===== src/rtl/sawc_pkg.sv =====
// Shared types and constants of the size-aware LRU write-back cache.
// No dependencies; every other file of the block imports this package.
package sawc_pkg;

  localparam int unsigned SAWC_ENTRIES  = 16;
  localparam logic [31:0] SAWC_CAP_INIT = 32'd65536;

  localparam logic [1:0] FUNC_GET   = 2'd0;
  localparam logic [1:0] FUNC_PUT   = 2'd1;
  localparam logic [1:0] FUNC_FLUSH = 2'd2;

  localparam logic RK_DONE   = 1'b0;
  localparam logic RK_REPORT = 1'b1;

  typedef struct packed {
    logic [1:0]  func;
    logic [63:0] item_key;
    logic [31:0] item_size;
  } req_t;

  typedef struct packed {
    logic        result_kind;
    logic        was_hit;
    logic        too_large;
    logic [63:0] entry_key;
    logic [31:0] entry_size;
    logic        needs_writeback;
    logic        last;
  } rsp_t;

  typedef struct packed {
    logic [63:0] tag;
    logic [31:0] bytes;
    logic        dirty;
    logic [31:0] stamp;
  } entry_t;

  typedef enum logic [2:0] {
    S_IDLE,
    S_SCAN,
    S_LOOK,
    S_ROOM,
    S_FLUSH,
    S_DONE
  } state_t;

endpackage


===== src/rtl/sawc_req_if.sv =====
// Request channel: valid/ready handshake carrying one request transaction.
// Depends on sawc_pkg.
interface sawc_req_if import sawc_pkg::*; ();
  logic valid;
  logic ready;
  req_t data;
  modport source (output valid, output data, input ready);
  modport sink (input valid, input data, output ready);
endinterface


===== src/rtl/sawc_rsp_if.sv =====
// Result channel: valid/ready handshake carrying one result transaction.
// Depends on sawc_pkg.
interface sawc_rsp_if import sawc_pkg::*; ();
  logic valid;
  logic ready;
  rsp_t data;
  modport source (output valid, output data, input ready);
  modport sink (input valid, input data, output ready);
endinterface


===== src/rtl/sawc_table.sv =====
// Entry table: valid bits in flops, record fields in a register array,
// one write port, one stamp update port and one read port. Depends on sawc_pkg.
module sawc_table import sawc_pkg::*; #(
  parameter int unsigned ENTRIES = SAWC_ENTRIES,
  parameter int unsigned IDXW    = $clog2(ENTRIES)
) (
  input  logic            clk,
  input  logic            rst,
  input  logic            clr,
  input  logic            wr_en,
  input  logic [IDXW-1:0] wr_idx,
  input  entry_t          wr_data,
  input  logic            inv_en,
  input  logic [IDXW-1:0] inv_idx,
  input  logic            stamp_en,
  input  logic [IDXW-1:0] stamp_idx,
  input  logic [31:0]     stamp_val,
  input  logic [IDXW-1:0] rd_idx,
  output logic            rd_vld,
  output entry_t          rd_data
);

  logic [ENTRIES-1:0] vld;
  entry_t             mem [ENTRIES];

  always_ff @(posedge clk) begin
    if (rst || clr) begin
      vld <= '0;
    end else begin
      if (inv_en) begin
        vld[inv_idx] <= 1'b0;
      end
      if (wr_en) begin
        vld[wr_idx] <= 1'b1;
      end
    end
  end

  always_ff @(posedge clk) begin
    if (wr_en) begin
      mem[wr_idx] <= wr_data;
    end
    if (stamp_en) begin
      mem[stamp_idx].stamp <= stamp_val;
    end
  end

  assign rd_vld  = vld[rd_idx];
  assign rd_data = mem[rd_idx];

endmodule


===== src/rtl/sawc_scan.sv =====
// Shared compare unit: one entry per cycle, tracks key match, first free slot
// and oldest entry by age. Restarts at index zero. Depends on sawc_pkg.
module sawc_scan import sawc_pkg::*; #(
  parameter int unsigned IDXW = 4
) (
  input  logic            clk,
  input  logic            en,
  input  logic [IDXW-1:0] idx,
  input  logic            rd_vld,
  input  entry_t          rd_data,
  input  logic [63:0]     key,
  input  logic [31:0]     counter,
  output logic            match_found,
  output logic [IDXW-1:0] match_idx,
  output logic            free_found,
  output logic [IDXW-1:0] free_idx,
  output logic            old_found,
  output logic [IDXW-1:0] old_idx
);

  logic        first;
  logic        m_f;
  logic        f_f;
  logic        o_f;
  logic [31:0] age;
  logic [31:0] old_age;

  assign first = (idx == '0);
  assign m_f   = first ? 1'b0 : match_found;
  assign f_f   = first ? 1'b0 : free_found;
  assign o_f   = first ? 1'b0 : old_found;
  assign age   = counter - rd_data.stamp;

  always_ff @(posedge clk) begin
    if (en) begin
      match_found <= m_f;
      free_found  <= f_f;
      old_found   <= o_f;
      if (rd_vld && !m_f && rd_data.tag == key) begin
        match_found <= 1'b1;
        match_idx   <= idx;
      end
      if (!rd_vld && !f_f) begin
        free_found <= 1'b1;
        free_idx   <= idx;
      end
      if (rd_vld && (!o_f || age > old_age)) begin
        old_found <= 1'b1;
        old_idx   <= idx;
        old_age   <= age;
      end
    end
  end

endmodule


===== src/rtl/size_aware_lru_writeback_cache.sv =====
// Size-aware LRU write-back cache, top level: sequencer, byte budget and
// result register. Depends on sawc_pkg, sawc_req_if, sawc_rsp_if, sawc_table, sawc_scan.
//
// Usage:
//   req carries one request transaction (get, put, flush) with key and size.
//   rsp carries zero or more eviction/flush reports and then one completion
//   with last set. cfg_we/cfg_wdata write the byte capacity and empty the table.
// Sequence:
//   Each pass scans the table one entry per cycle through the shared compare
//   unit. A hit or an oversized record completes after one pass; a miss that
//   fits after one pass and a room check, plus one pass per eviction; a put that
//   replaces a key adds one more pass. A flush steps through the entries and
//   waits on each stalled report.
//   One request is in work at a time; req.ready is high only in idle.
// Reset:
//   Table empty, capacity 65536, recency counter zero, no result pending.
// Stall:
//   A stalled result holds in the output register and the sequencer waits;
//   a new request may be taken while the final completion still waits.
module size_aware_lru_writeback_cache import sawc_pkg::*; #(
  parameter int unsigned ENTRIES = SAWC_ENTRIES
) (
  input  logic        clk,
  input  logic        rst,
  input  logic        cfg_we,
  input  logic [31:0] cfg_wdata,
  sawc_req_if.sink    req,
  sawc_rsp_if.source  rsp
);

  localparam int unsigned IDXW = $clog2(ENTRIES);
  localparam logic [IDXW-1:0] IDX_LAST = IDXW'(ENTRIES - 1);

  state_t state, state_next;

  req_t            req_q;
  logic [31:0]     cap;
  logic [31:0]     free_bytes;
  logic [31:0]     counter;
  logic [IDXW-1:0] idx;
  logic            room_phase;
  logic            hit_q;
  logic            big_q;
  logic [IDXW-1:0] slot;
  logic            slot_have;
  logic            rsp_v;
  rsp_t            rsp_d;

  logic            req_fire;
  logic            out_free;
  logic            too_big;
  logic            idx_last;
  logic            is_get;

  logic            scan_en;
  logic            idx_inc;
  logic [IDXW-1:0] rd_idx;
  logic            rd_vld;
  entry_t          rd_data;
  logic            wr_en;
  logic [IDXW-1:0] wr_idx;
  entry_t          wr_data;
  logic            inv_en;
  logic [IDXW-1:0] inv_idx;
  logic            stamp_en;
  logic            cnt_inc;
  logic            free_add;
  logic            free_sub;
  logic            tbl_clr;
  logic            flush_end;
  logic            emit;
  rsp_t            emit_data;

  logic            match_found;
  logic [IDXW-1:0] match_idx;
  logic            free_found;
  logic [IDXW-1:0] free_idx;
  logic            old_found;
  logic [IDXW-1:0] old_idx;

  logic            have_eff;
  logic [IDXW-1:0] slot_eff;
  logic            evict;

  assign req_fire = req.valid && req.ready;
  assign out_free = !rsp_v || rsp.ready;
  assign too_big  = req_q.item_size > cap;
  assign idx_last = (idx == IDX_LAST);
  assign is_get   = (req_q.func == FUNC_GET);
  assign have_eff = slot_have || free_found;
  assign slot_eff = slot_have ? slot : (free_found ? free_idx : old_idx);
  assign evict    = ((free_bytes < req_q.item_size) || !have_eff) && old_found;

  assign req.ready = (state == S_IDLE);
  assign rsp.valid = rsp_v;
  assign rsp.data  = rsp_d;

  sawc_table #(.ENTRIES(ENTRIES), .IDXW(IDXW)) u_table (
    .clk       (clk),
    .rst       (rst),
    .clr       (tbl_clr),
    .wr_en     (wr_en),
    .wr_idx    (wr_idx),
    .wr_data   (wr_data),
    .inv_en    (inv_en),
    .inv_idx   (inv_idx),
    .stamp_en  (stamp_en),
    .stamp_idx (match_idx),
    .stamp_val (counter),
    .rd_idx    (rd_idx),
    .rd_vld    (rd_vld),
    .rd_data   (rd_data)
  );

  sawc_scan #(.IDXW(IDXW)) u_scan (
    .clk         (clk),
    .en          (scan_en),
    .idx         (idx),
    .rd_vld      (rd_vld),
    .rd_data     (rd_data),
    .key         (req_q.item_key),
    .counter     (counter),
    .match_found (match_found),
    .match_idx   (match_idx),
    .free_found  (free_found),
    .free_idx    (free_idx),
    .old_found   (old_found),
    .old_idx     (old_idx)
  );

  always_comb begin
    state_next = state;
    unique case (state)
      S_IDLE: begin
        if (req_fire) begin
          if (req.data.func == FUNC_GET || req.data.func == FUNC_PUT) begin
            state_next = S_SCAN;
          end else if (req.data.func == FUNC_FLUSH) begin
            state_next = S_FLUSH;
          end else begin
            state_next = S_DONE;
          end
        end
      end
      S_SCAN: begin
        if (idx_last) begin
          state_next = room_phase ? S_ROOM : S_LOOK;
        end
      end
      S_LOOK: begin
        if (match_found) begin
          state_next = (is_get || too_big) ? S_DONE : S_SCAN;
        end else begin
          state_next = too_big ? S_DONE : S_ROOM;
        end
      end
      S_ROOM: begin
        if (!evict) begin
          state_next = S_DONE;
        end else if (out_free) begin
          state_next = S_SCAN;
        end
      end
      S_FLUSH: begin
        if (idx_inc && idx_last) begin
          state_next = S_DONE;
        end
      end
      S_DONE: begin
        if (out_free) begin
          state_next = S_IDLE;
        end
      end
      default: state_next = S_IDLE;
    endcase
  end

  always_comb begin
    scan_en   = 1'b0;
    idx_inc   = 1'b0;
    rd_idx    = idx;
    wr_en     = 1'b0;
    wr_idx    = slot_eff;
    wr_data   = '{tag: req_q.item_key, bytes: req_q.item_size,
                  dirty: !is_get, stamp: counter};
    inv_en    = 1'b0;
    inv_idx   = old_idx;
    stamp_en  = 1'b0;
    cnt_inc   = 1'b0;
    free_add  = 1'b0;
    free_sub  = 1'b0;
    flush_end = 1'b0;
    emit      = 1'b0;
    emit_data = '0;
    unique case (state)
      S_IDLE: ;
      S_SCAN: begin
        scan_en = 1'b1;
        idx_inc = 1'b1;
      end
      S_LOOK: begin
        rd_idx = match_idx;
        if (match_found) begin
          if (is_get) begin
            stamp_en = 1'b1;
            cnt_inc  = 1'b1;
          end else begin
            inv_en   = 1'b1;
            inv_idx  = match_idx;
            free_add = 1'b1;
          end
        end
      end
      S_ROOM: begin
        rd_idx = old_idx;
        if (evict) begin
          if (out_free) begin
            emit                      = 1'b1;
            emit_data.result_kind     = RK_REPORT;
            emit_data.entry_key       = rd_data.tag;
            emit_data.entry_size      = rd_data.bytes;
            emit_data.needs_writeback = rd_data.dirty;
            inv_en                    = 1'b1;
            free_add                  = 1'b1;
          end
        end else if (have_eff) begin
          wr_en    = 1'b1;
          cnt_inc  = 1'b1;
          free_sub = 1'b1;
        end
      end
      S_FLUSH: begin
        if (rd_vld && rd_data.dirty) begin
          if (out_free) begin
            emit                      = 1'b1;
            emit_data.result_kind     = RK_REPORT;
            emit_data.entry_key       = rd_data.tag;
            emit_data.entry_size      = rd_data.bytes;
            emit_data.needs_writeback = 1'b1;
            idx_inc                   = 1'b1;
          end
        end else begin
          idx_inc = 1'b1;
        end
        flush_end = idx_inc && idx_last;
      end
      S_DONE: begin
        if (out_free) begin
          emit                  = 1'b1;
          emit_data.result_kind = RK_DONE;
          emit_data.was_hit     = hit_q;
          emit_data.too_large   = big_q;
          emit_data.last        = 1'b1;
        end
      end
      default: ;
    endcase
  end

  assign tbl_clr = flush_end || cfg_we;

  always_ff @(posedge clk) begin
    if (rst) begin
      state      <= S_IDLE;
      cap        <= SAWC_CAP_INIT;
      free_bytes <= SAWC_CAP_INIT;
      counter    <= '0;
      idx        <= '0;
      room_phase <= 1'b0;
      hit_q      <= 1'b0;
      big_q      <= 1'b0;
      slot_have  <= 1'b0;
      rsp_v      <= 1'b0;
    end else begin
      state <= state_next;
      if (cfg_we) begin
        cap        <= cfg_wdata;
        free_bytes <= cfg_wdata;
      end else if (flush_end) begin
        free_bytes <= cap;
      end else if (free_add) begin
        free_bytes <= free_bytes + rd_data.bytes;
      end else if (free_sub) begin
        free_bytes <= free_bytes - req_q.item_size;
      end
      if (cnt_inc) begin
        counter <= counter + 32'd1;
      end
      if (req_fire) begin
        idx        <= '0;
        room_phase <= 1'b0;
        hit_q      <= 1'b0;
        big_q      <= 1'b0;
        slot_have  <= 1'b0;
      end else if (idx_inc) begin
        idx <= idx_last ? '0 : idx + 1'b1;
      end
      if (state == S_LOOK) begin
        room_phase <= 1'b1;
        hit_q      <= match_found;
        big_q      <= too_big && !(match_found && is_get);
      end
      if (state == S_ROOM && evict && out_free) begin
        slot_have <= 1'b1;
      end
      if (emit) begin
        rsp_v <= 1'b1;
      end else if (rsp.ready) begin
        rsp_v <= 1'b0;
      end
    end
  end

  always_ff @(posedge clk) begin
    if (req_fire) begin
      req_q <= req.data;
    end
    if (state == S_ROOM && evict && out_free) begin
      slot <= slot_eff;
    end
    if (emit) begin
      rsp_d <= emit_data;
    end
  end

endmodule


===== src/flat_wrapper.sv =====
// flat-port wrapper written by rule: the top's interface ports become plain ports
module size_aware_lru_writeback_cache_flat import sawc_pkg::*;
#(
  parameter int unsigned ENTRIES = SAWC_ENTRIES
)
  (clk, rst, cfg_we, cfg_wdata, req_valid, req_data, req_ready, rsp_valid, rsp_data, rsp_ready);
  sawc_req_if req_i ();
  sawc_rsp_if rsp_i ();
  input  logic clk;
  input  logic rst;
  input  logic cfg_we;
  input  logic [31:0] cfg_wdata;
  input wire logic [$bits(req_i.valid)-1:0] req_valid;
  input wire logic [$bits(req_i.data)-1:0] req_data;
  output wire logic [$bits(req_i.ready)-1:0] req_ready;
  output wire logic [$bits(rsp_i.valid)-1:0] rsp_valid;
  output wire logic [$bits(rsp_i.data)-1:0] rsp_data;
  input wire logic [$bits(rsp_i.ready)-1:0] rsp_ready;
  assign req_i.valid = req_valid;
  assign req_i.data = req_data;
  assign req_ready = req_i.ready;
  assign rsp_valid = rsp_i.valid;
  assign rsp_data = rsp_i.data;
  assign rsp_i.ready = rsp_ready;
  size_aware_lru_writeback_cache #(.ENTRIES(ENTRIES)) u_core (.clk(clk), .rst(rst), .cfg_we(cfg_we), .cfg_wdata(cfg_wdata), .req(req_i), .rsp(rsp_i));
endmodule

===== config.mk =====
export PLATFORM = sky130hd
export DESIGN_NAME = size_aware_lru_writeback_cache_flat
export DESIGN_NICKNAME = d
export VERILOG_FILES = /design/src/rtl/sawc_pkg.sv /design/src/rtl/sawc_req_if.sv /design/src/rtl/sawc_rsp_if.sv /design/src/rtl/sawc_table.sv /design/src/rtl/sawc_scan.sv /design/src/rtl/size_aware_lru_writeback_cache.sv /design/src/flat_wrapper.sv
export SDC_FILE = /design/constraint.sdc
export NUM_CORES = 2
export LEC_CHECK = 0
export BUFFER_PORTS_ARGS = -buffer_cell sky130_fd_sc_hd__buf_2
export CAP_MARGIN = 15
export CORE_AREA = 5 5 426 428
export DETAILED_ROUTE_END_ITERATION = 8
export DIE_AREA = 0 0 431 433
export PLACE_DENSITY_LB_ADDON = 0.12
export REMOVE_ABC_BUFFERS = 1
export SYNTH_ARGS = -nofsm -noshare
export SYNTH_HDL_FRONTEND = slang
export SYNTH_HIERARCHICAL = 1
export SYNTH_SLANG_ARGS = --single-unit

===== constraint.sdc =====
create_clock -name clk -period 9.44 [get_ports clk]
set_clock_uncertainty 0.05 [all_clocks]
set_input_delay 1.888 -clock clk [delete_from_list [all_inputs] [get_ports clk]]
set_output_delay 1.888 -clock clk [all_outputs]
set_load 0.02 [all_outputs]

==> results.md <==
| Item | Value |
| --- | --- |
| Level count of the clock H-tree | 4 |
| Max Cap Viol | 0 |
| Result of the run | complete, no violations |
| Fraction of layout instances using a drive strength above 1 | 21.8% |
| Data arrival at the endpoint of the critical path | 8.67 ns |
| Via density per instance | 6.78 |
| Top cell type's share of synthesized area | 65.9% |
| Worst hold-check slack | 0.425 ns |
| Global-route wire length before repair | 416 mm |
| Switching Power | 7.65 mW |
| Vias in the first global route | 59,200 |
| Number of instances in the synthesized netlist | 6,088 |
| Total number of nets in the final design | 6,548 |
| Worst-skew pair later-pin latency | 0.87 ns |
| Floorplan core area | 177,000 µm² |
| Largest net degree at the start of global routing | 118 |
| Buffers inserted during post-CTS setup optimization | 0 |
| P&R area growth vs syn | 10.7% |
| Nature of the critical path endpoint | flop |
| Worst setup endpoint | u_core/u_scan/old_idx[1]$_DFFE_PP_ |
| Clock-pin transition on the worst setup and hold timing paths | 0.06 ns |
| Post-synthesis sequential area ratio | 68.2% |
| Beginning of the critical path | u_core/state[1]$_SDFFE_PP0P_ |
| Sequential cell fraction of total power | 46.3% |
| Leading post-synthesis cells by cell area | sky130_fd_sc_hd__edfxtp_1 66%, sky130_fd_sc_hd__mux4_2 13%, sky130_fd_sc_hd__a22o_1 4.3%, sky130_fd_sc_hd__dfxtp_1 2.4%, sky130_fd_sc_hd__ha_1 1.9% |
| Number of buffer cells added on primary ports | 237 |
| DR vias | 59,800 |
| Post-synth design cell area | 105,000 µm² |
| Logic depth of the worst register-to-register path | 22 |
| Antenna violation net count after detailed routing | 0 |
| Width of the die | 431 µm |
| Max frequency | 122 MHz |
| Period minus WS final | 8.18 ns |
| Pre-Repair DR Iteration Count | 5 |
| # resized after CTS | 0 |
| RR Startpoint | u_core/state[1]$_SDFFE_PP0P_ |
| Internal power | 20.3 mW |
| Net switching fraction of the power | 27.4% |
| HPWL after detailed placement | 153 mm |
| Num CTS Buffers | 237 |
| Die area | 187,000 µm² |
| Relative slew slack | 14.5% |
| Average size of a mapped cell | 17.3 µm² |
| Combinational group share of total power | 20.6% |
| Post-Place Setup Slack | 1.25 ns |
| PnR worst setup slack | 1.26 ns |
| Post-synthesis register bit count | 2,438 |
| Clock tree from TritonCTS | yes |
| Post-synthesis cell type count | 92 |
| Maximum root-to-sink buffer count | 3 |
| Cell Rows | 155 |
| Utilization of the core after routing | 65.8% |
| Antenna violations before repair | 9 |
| RePlAce Congestion | 0.926 |
| Overall Global Routing Usage | 31.0% |
| Vert. Die Dim | 433 µm |
| Number of hold violations in the final report | 0 |
| Startpoint type of the worst setup path | flop |
| Routed length per placed instance | 32.7 µm |
| Initial standard-cell utilization of the core | 59.4% |
| Number of buffers inserted by hold repair at cts | 0 |
| Max Fanout on Critical Path | 62 |
| Post-synth EDFFs | 2,314 |
| Maximum resistive drop on vdd | 0.221 mV |
| Fillcell total | 12,000 |
| Setup-failing EPs final | 0 |
| R2r setup slk | 1.26 ns |
| Worst setup path category | flop to flop |
| Clock network fraction of design power | 33.1% |
| Count of warnings emitted by yosys | 6 |
| Fraction of the cycle the final worst path needs | 86.7% |
| Most used DFF post-synth | sky130_fd_sc_hd__edfxtp_1 |
| Power density over cell area | 239 nW/µm² |
| Number of sinks handled by clock tree synthesis | 2,438 |
| Number of ports placed on the die boundary | 238 |
| Global-route congestion overflow total | 0 |
| Detailed-route wire length | 288 mm |
| Async set-or-reset flop fraction in the synthesized netlist | 0% |
| Post-layout total power | 27.9 mW |
| Worst slew pin tran | 1.28 ns |
| Class of the most critical hold timing path | flop to flop |
| Post-Route Setup TNS | 0 ns |
| R2R Path End | u_core/u_scan/old_idx[1]$_DFFE_PP_ |
| DRC violation total after the first TritonRoute iteration | 6,904 |
| Required time worst endpoint | 9.93 ns |
| Final Slew Violations | 0 |
| Leak | 37.3 nW |
| Buffer type at the clock tree root | sky130_fd_sc_hd__clkbuf_16 |
| RSZ-0062 raised after global routing | false |
| Drt drc | 0 |
| Cell accounting for the most synthesized area | sky130_fd_sc_hd__edfxtp_1 |
## state kept, by name, indices dropped and copies added, names as in the netlist, 3 cells and up
signal and cells:
u_core/u_table/mem 2064, u_core/rsp.data 101, u_core/req_q 98, u_core/cap 32, u_core/counter 32, u_core/free_bytes 32
u_core/u_scan/old_age 32, u_core/u_table/vld 16, u_core/idx 4, u_core/slot 4, u_core/u_scan/free_idx 4, u_core/u_scan/match_idx 4
u_core/u_scan/old_idx 4, u_core/state 3
## power by group through the flow
stage | Clock (mW) | Sequential [mW] | Combinational [mW]
global placement | 0 | 13.1 | 5.71
global route | 9.86 | 13.0 | 6.17
CTS | 9.39 | 12.9 | 5.78
floorplan | 0 | 13.0 | 5.64
detailed placement | 0 | 13.2 | 5.75
finish | 9.25 | 12.9 | 5.74
## cell type report
type	instances	area, µm²	share of cell area [%]
sequential	2438	72000	61.6
multi-input combinational	2992	31000	26.5
clock buffer	302	6300	5.39
tap	2355	2950	2.52
timing repair buffer	384	2440	2.09
clock inverter	138	1290	1.11
inverter	197	832	0.712
antenna	9	22.5	0.0193
## metrics by stage
| step | std cells | instance area, µm² |
|---|---|---|
| floorplan | 5627 | 103000 |
| global placement | 8366 | 109000 |
| detailed placement | 8366 | 109000 |
| CTS | 8806 | 117000 |
| global route | 8808 | 117000 |
| finish | 8815 | 117000 |
## per-layer routing
metal  vias up  global-route usage [%]  wire (µm)
met5         -                       0         13
met1     30900                    43.7     112000
met3       568                    5.90      27400
met4         2                    9.95       9680
met2      3301                    49.8     139000
li1      25000                       -          -
## critical path, cell delays in order (launching register included)
cell and delay [ns]:
sky130_fd_sc_hd__dfxtp_1 0.51, sky130_fd_sc_hd__nand2b_1 0.41, sky130_fd_sc_hd__o21ai_4 0.88, sky130_fd_sc_hd__buf_12 0.50
sky130_fd_sc_hd__mux4_2 0.58, sky130_fd_sc_hd__mux4_2 0.49, sky130_fd_sc_hd__ha_1 0.25, sky130_fd_sc_hd__inv_1 0.09
sky130_fd_sc_hd__fa_1 0.23, sky130_fd_sc_hd__a211o_1 0.14, sky130_fd_sc_hd__o211ai_1 0.13, sky130_fd_sc_hd__o22ai_1 0.27
sky130_fd_sc_hd__o21ai_1 0.28, sky130_fd_sc_hd__a211o_1 0.34, sky130_fd_sc_hd__nand3_1 0.10, sky130_fd_sc_hd__xor2_1 0.26
sky130_fd_sc_hd__ha_1 0.18, sky130_fd_sc_hd__nand4_1 0.15, sky130_fd_sc_hd__or3_1 0.45, sky130_fd_sc_hd__nor2_1 0.18
sky130_fd_sc_hd__o21ai_0 0.17, sky130_fd_sc_hd__a21oi_4 0.75, sky130_fd_sc_hd__buf_4 0.38
## cell usage in the layout, fill, tap and decap left out, drive strengths merged, types with 13 or more instances in the layout
| master | count |
|---|---|
| nor2b | 50 |
| inv | 202 |
| xor2 | 42 |
| o21a | 25 |
| and2 | 106 |
| o211ai | 14 |
| mux4 | 590 |
| buf | 384 |
| nand3 | 51 |
| a31oi | 18 |
| edfxtp | 2314 |
| a22o | 514 |
| clkinv | 104 |
| ha | 160 |
| nor4 | 20 |
| or3 | 17 |
| a211oi | 80 |
| o221ai | 26 |
| nand2b | 35 |
| xnor2 | 107 |
| a21o | 58 |
| a21oi | 189 |
| o21bai | 13 |
| nor3 | 47 |
| and3 | 18 |
| o21ai | 116 |
| bufinv | 20 |
| nor2 | 224 |
| nand2 | 160 |
| o22ai | 19 |
| mux2i | 103 |
| a311oi | 14 |
| nand4 | 45 |
| dfxtp | 124 |
| clkbuf | 302 |
## cells in the mapped netlist, types with 11 or more instances
master and n:
sky130_fd_sc_hd__a21oi_1 188, sky130_fd_sc_hd__and3_1 18, sky130_fd_sc_hd__or3_1 17, sky130_fd_sc_hd__and2_1 105, sky130_fd_sc_hd__mux4_2 590, sky130_fd_sc_hd__nor4_1 18, sky130_fd_sc_hd__o211ai_1 14, sky130_fd_sc_hd__nor2b_1 50
sky130_fd_sc_hd__buf_6 19, sky130_fd_sc_hd__dfxtp_1 124, sky130_fd_sc_hd__a22o_1 514, sky130_fd_sc_hd__nand4_1 45, sky130_fd_sc_hd__a21o_1 58, sky130_fd_sc_hd__a31oi_1 18, sky130_fd_sc_hd__a311oi_1 14, sky130_fd_sc_hd__o21ai_0 112
sky130_fd_sc_hd__edfxtp_1 2314, sky130_fd_sc_hd__buf_1 71, sky130_fd_sc_hd__buf_4 38, sky130_fd_sc_hd__nand2b_1 35, sky130_fd_sc_hd__xnor2_1 107, sky130_fd_sc_hd__mux2i_1 103, sky130_fd_sc_hd__inv_1 196, sky130_fd_sc_hd__o21a_1 25
sky130_fd_sc_hd__clkbuf_1 259, sky130_fd_sc_hd__a211o_1 11, sky130_fd_sc_hd__nand2_1 158, sky130_fd_sc_hd__o21bai_1 13, sky130_fd_sc_hd__buf_2 73, sky130_fd_sc_hd__xor2_1 42, sky130_fd_sc_hd__nand3_1 51, sky130_fd_sc_hd__nor3_1 43
sky130_fd_sc_hd__a211oi_1 80, sky130_fd_sc_hd__o221ai_1 26, sky130_fd_sc_hd__o22ai_1 19, sky130_fd_sc_hd__nor2_1 221, sky130_fd_sc_hd__ha_1 160
## worst min path at each step
| stage | startpoint | to | slack, ns | depth (start not counted) |
|---|---|---|---|---|
| 2_1_floorplan | u_core/cap[14]$_SDFFE_PP0P_ | u_core/cap[14]$_SDFFE_PP0P_ | 0.39 | 2 |
| 3_3_place_gp | u_core/u_table/vld[8]$_SDFF_PP0_ | u_core/u_table/vld[8]$_SDFF_PP0_ | 0.41 | 2 |
| 3_5_place_dp | u_core/cap[14]$_SDFFE_PP0P_ | u_core/cap[14]$_SDFFE_PP0P_ | 0.41 | 2 |
| 4_1_cts | u_core/cap[14]$_SDFFE_PP0P_ | u_core/cap[14]$_SDFFE_PP0P_ | 0.42 | 2 |
| 5_1_grt | u_core/cap[19]$_SDFFE_PP0P_ | u_core/cap[19]$_SDFFE_PP0P_ | 0.45 | 2 |
| 6_report | u_core/cap[14]$_SDFFE_PP0P_ | u_core/cap[14]$_SDFFE_PP0P_ | 0.42 | 2 |
## logic make-up after synthesis
| kind of cell | after synthesis | share of synthesized area [%] |
|---|---|---|
| adders and majority gates | 163 | 1.95 |
| and+or+nand+nor | 807 | 3.86 |
| buffers and inverters | 658 | 2.70 |
| muxes | 699 | 13.6 |
| DFF | 2438 | 68.2 |
| xor gates and xnor gates | 149 | 1.24 |
| AOI/OAI and AO/OA | 1174 | 8.38 |
No activity file was read; power rests on OpenSTA's default activity.
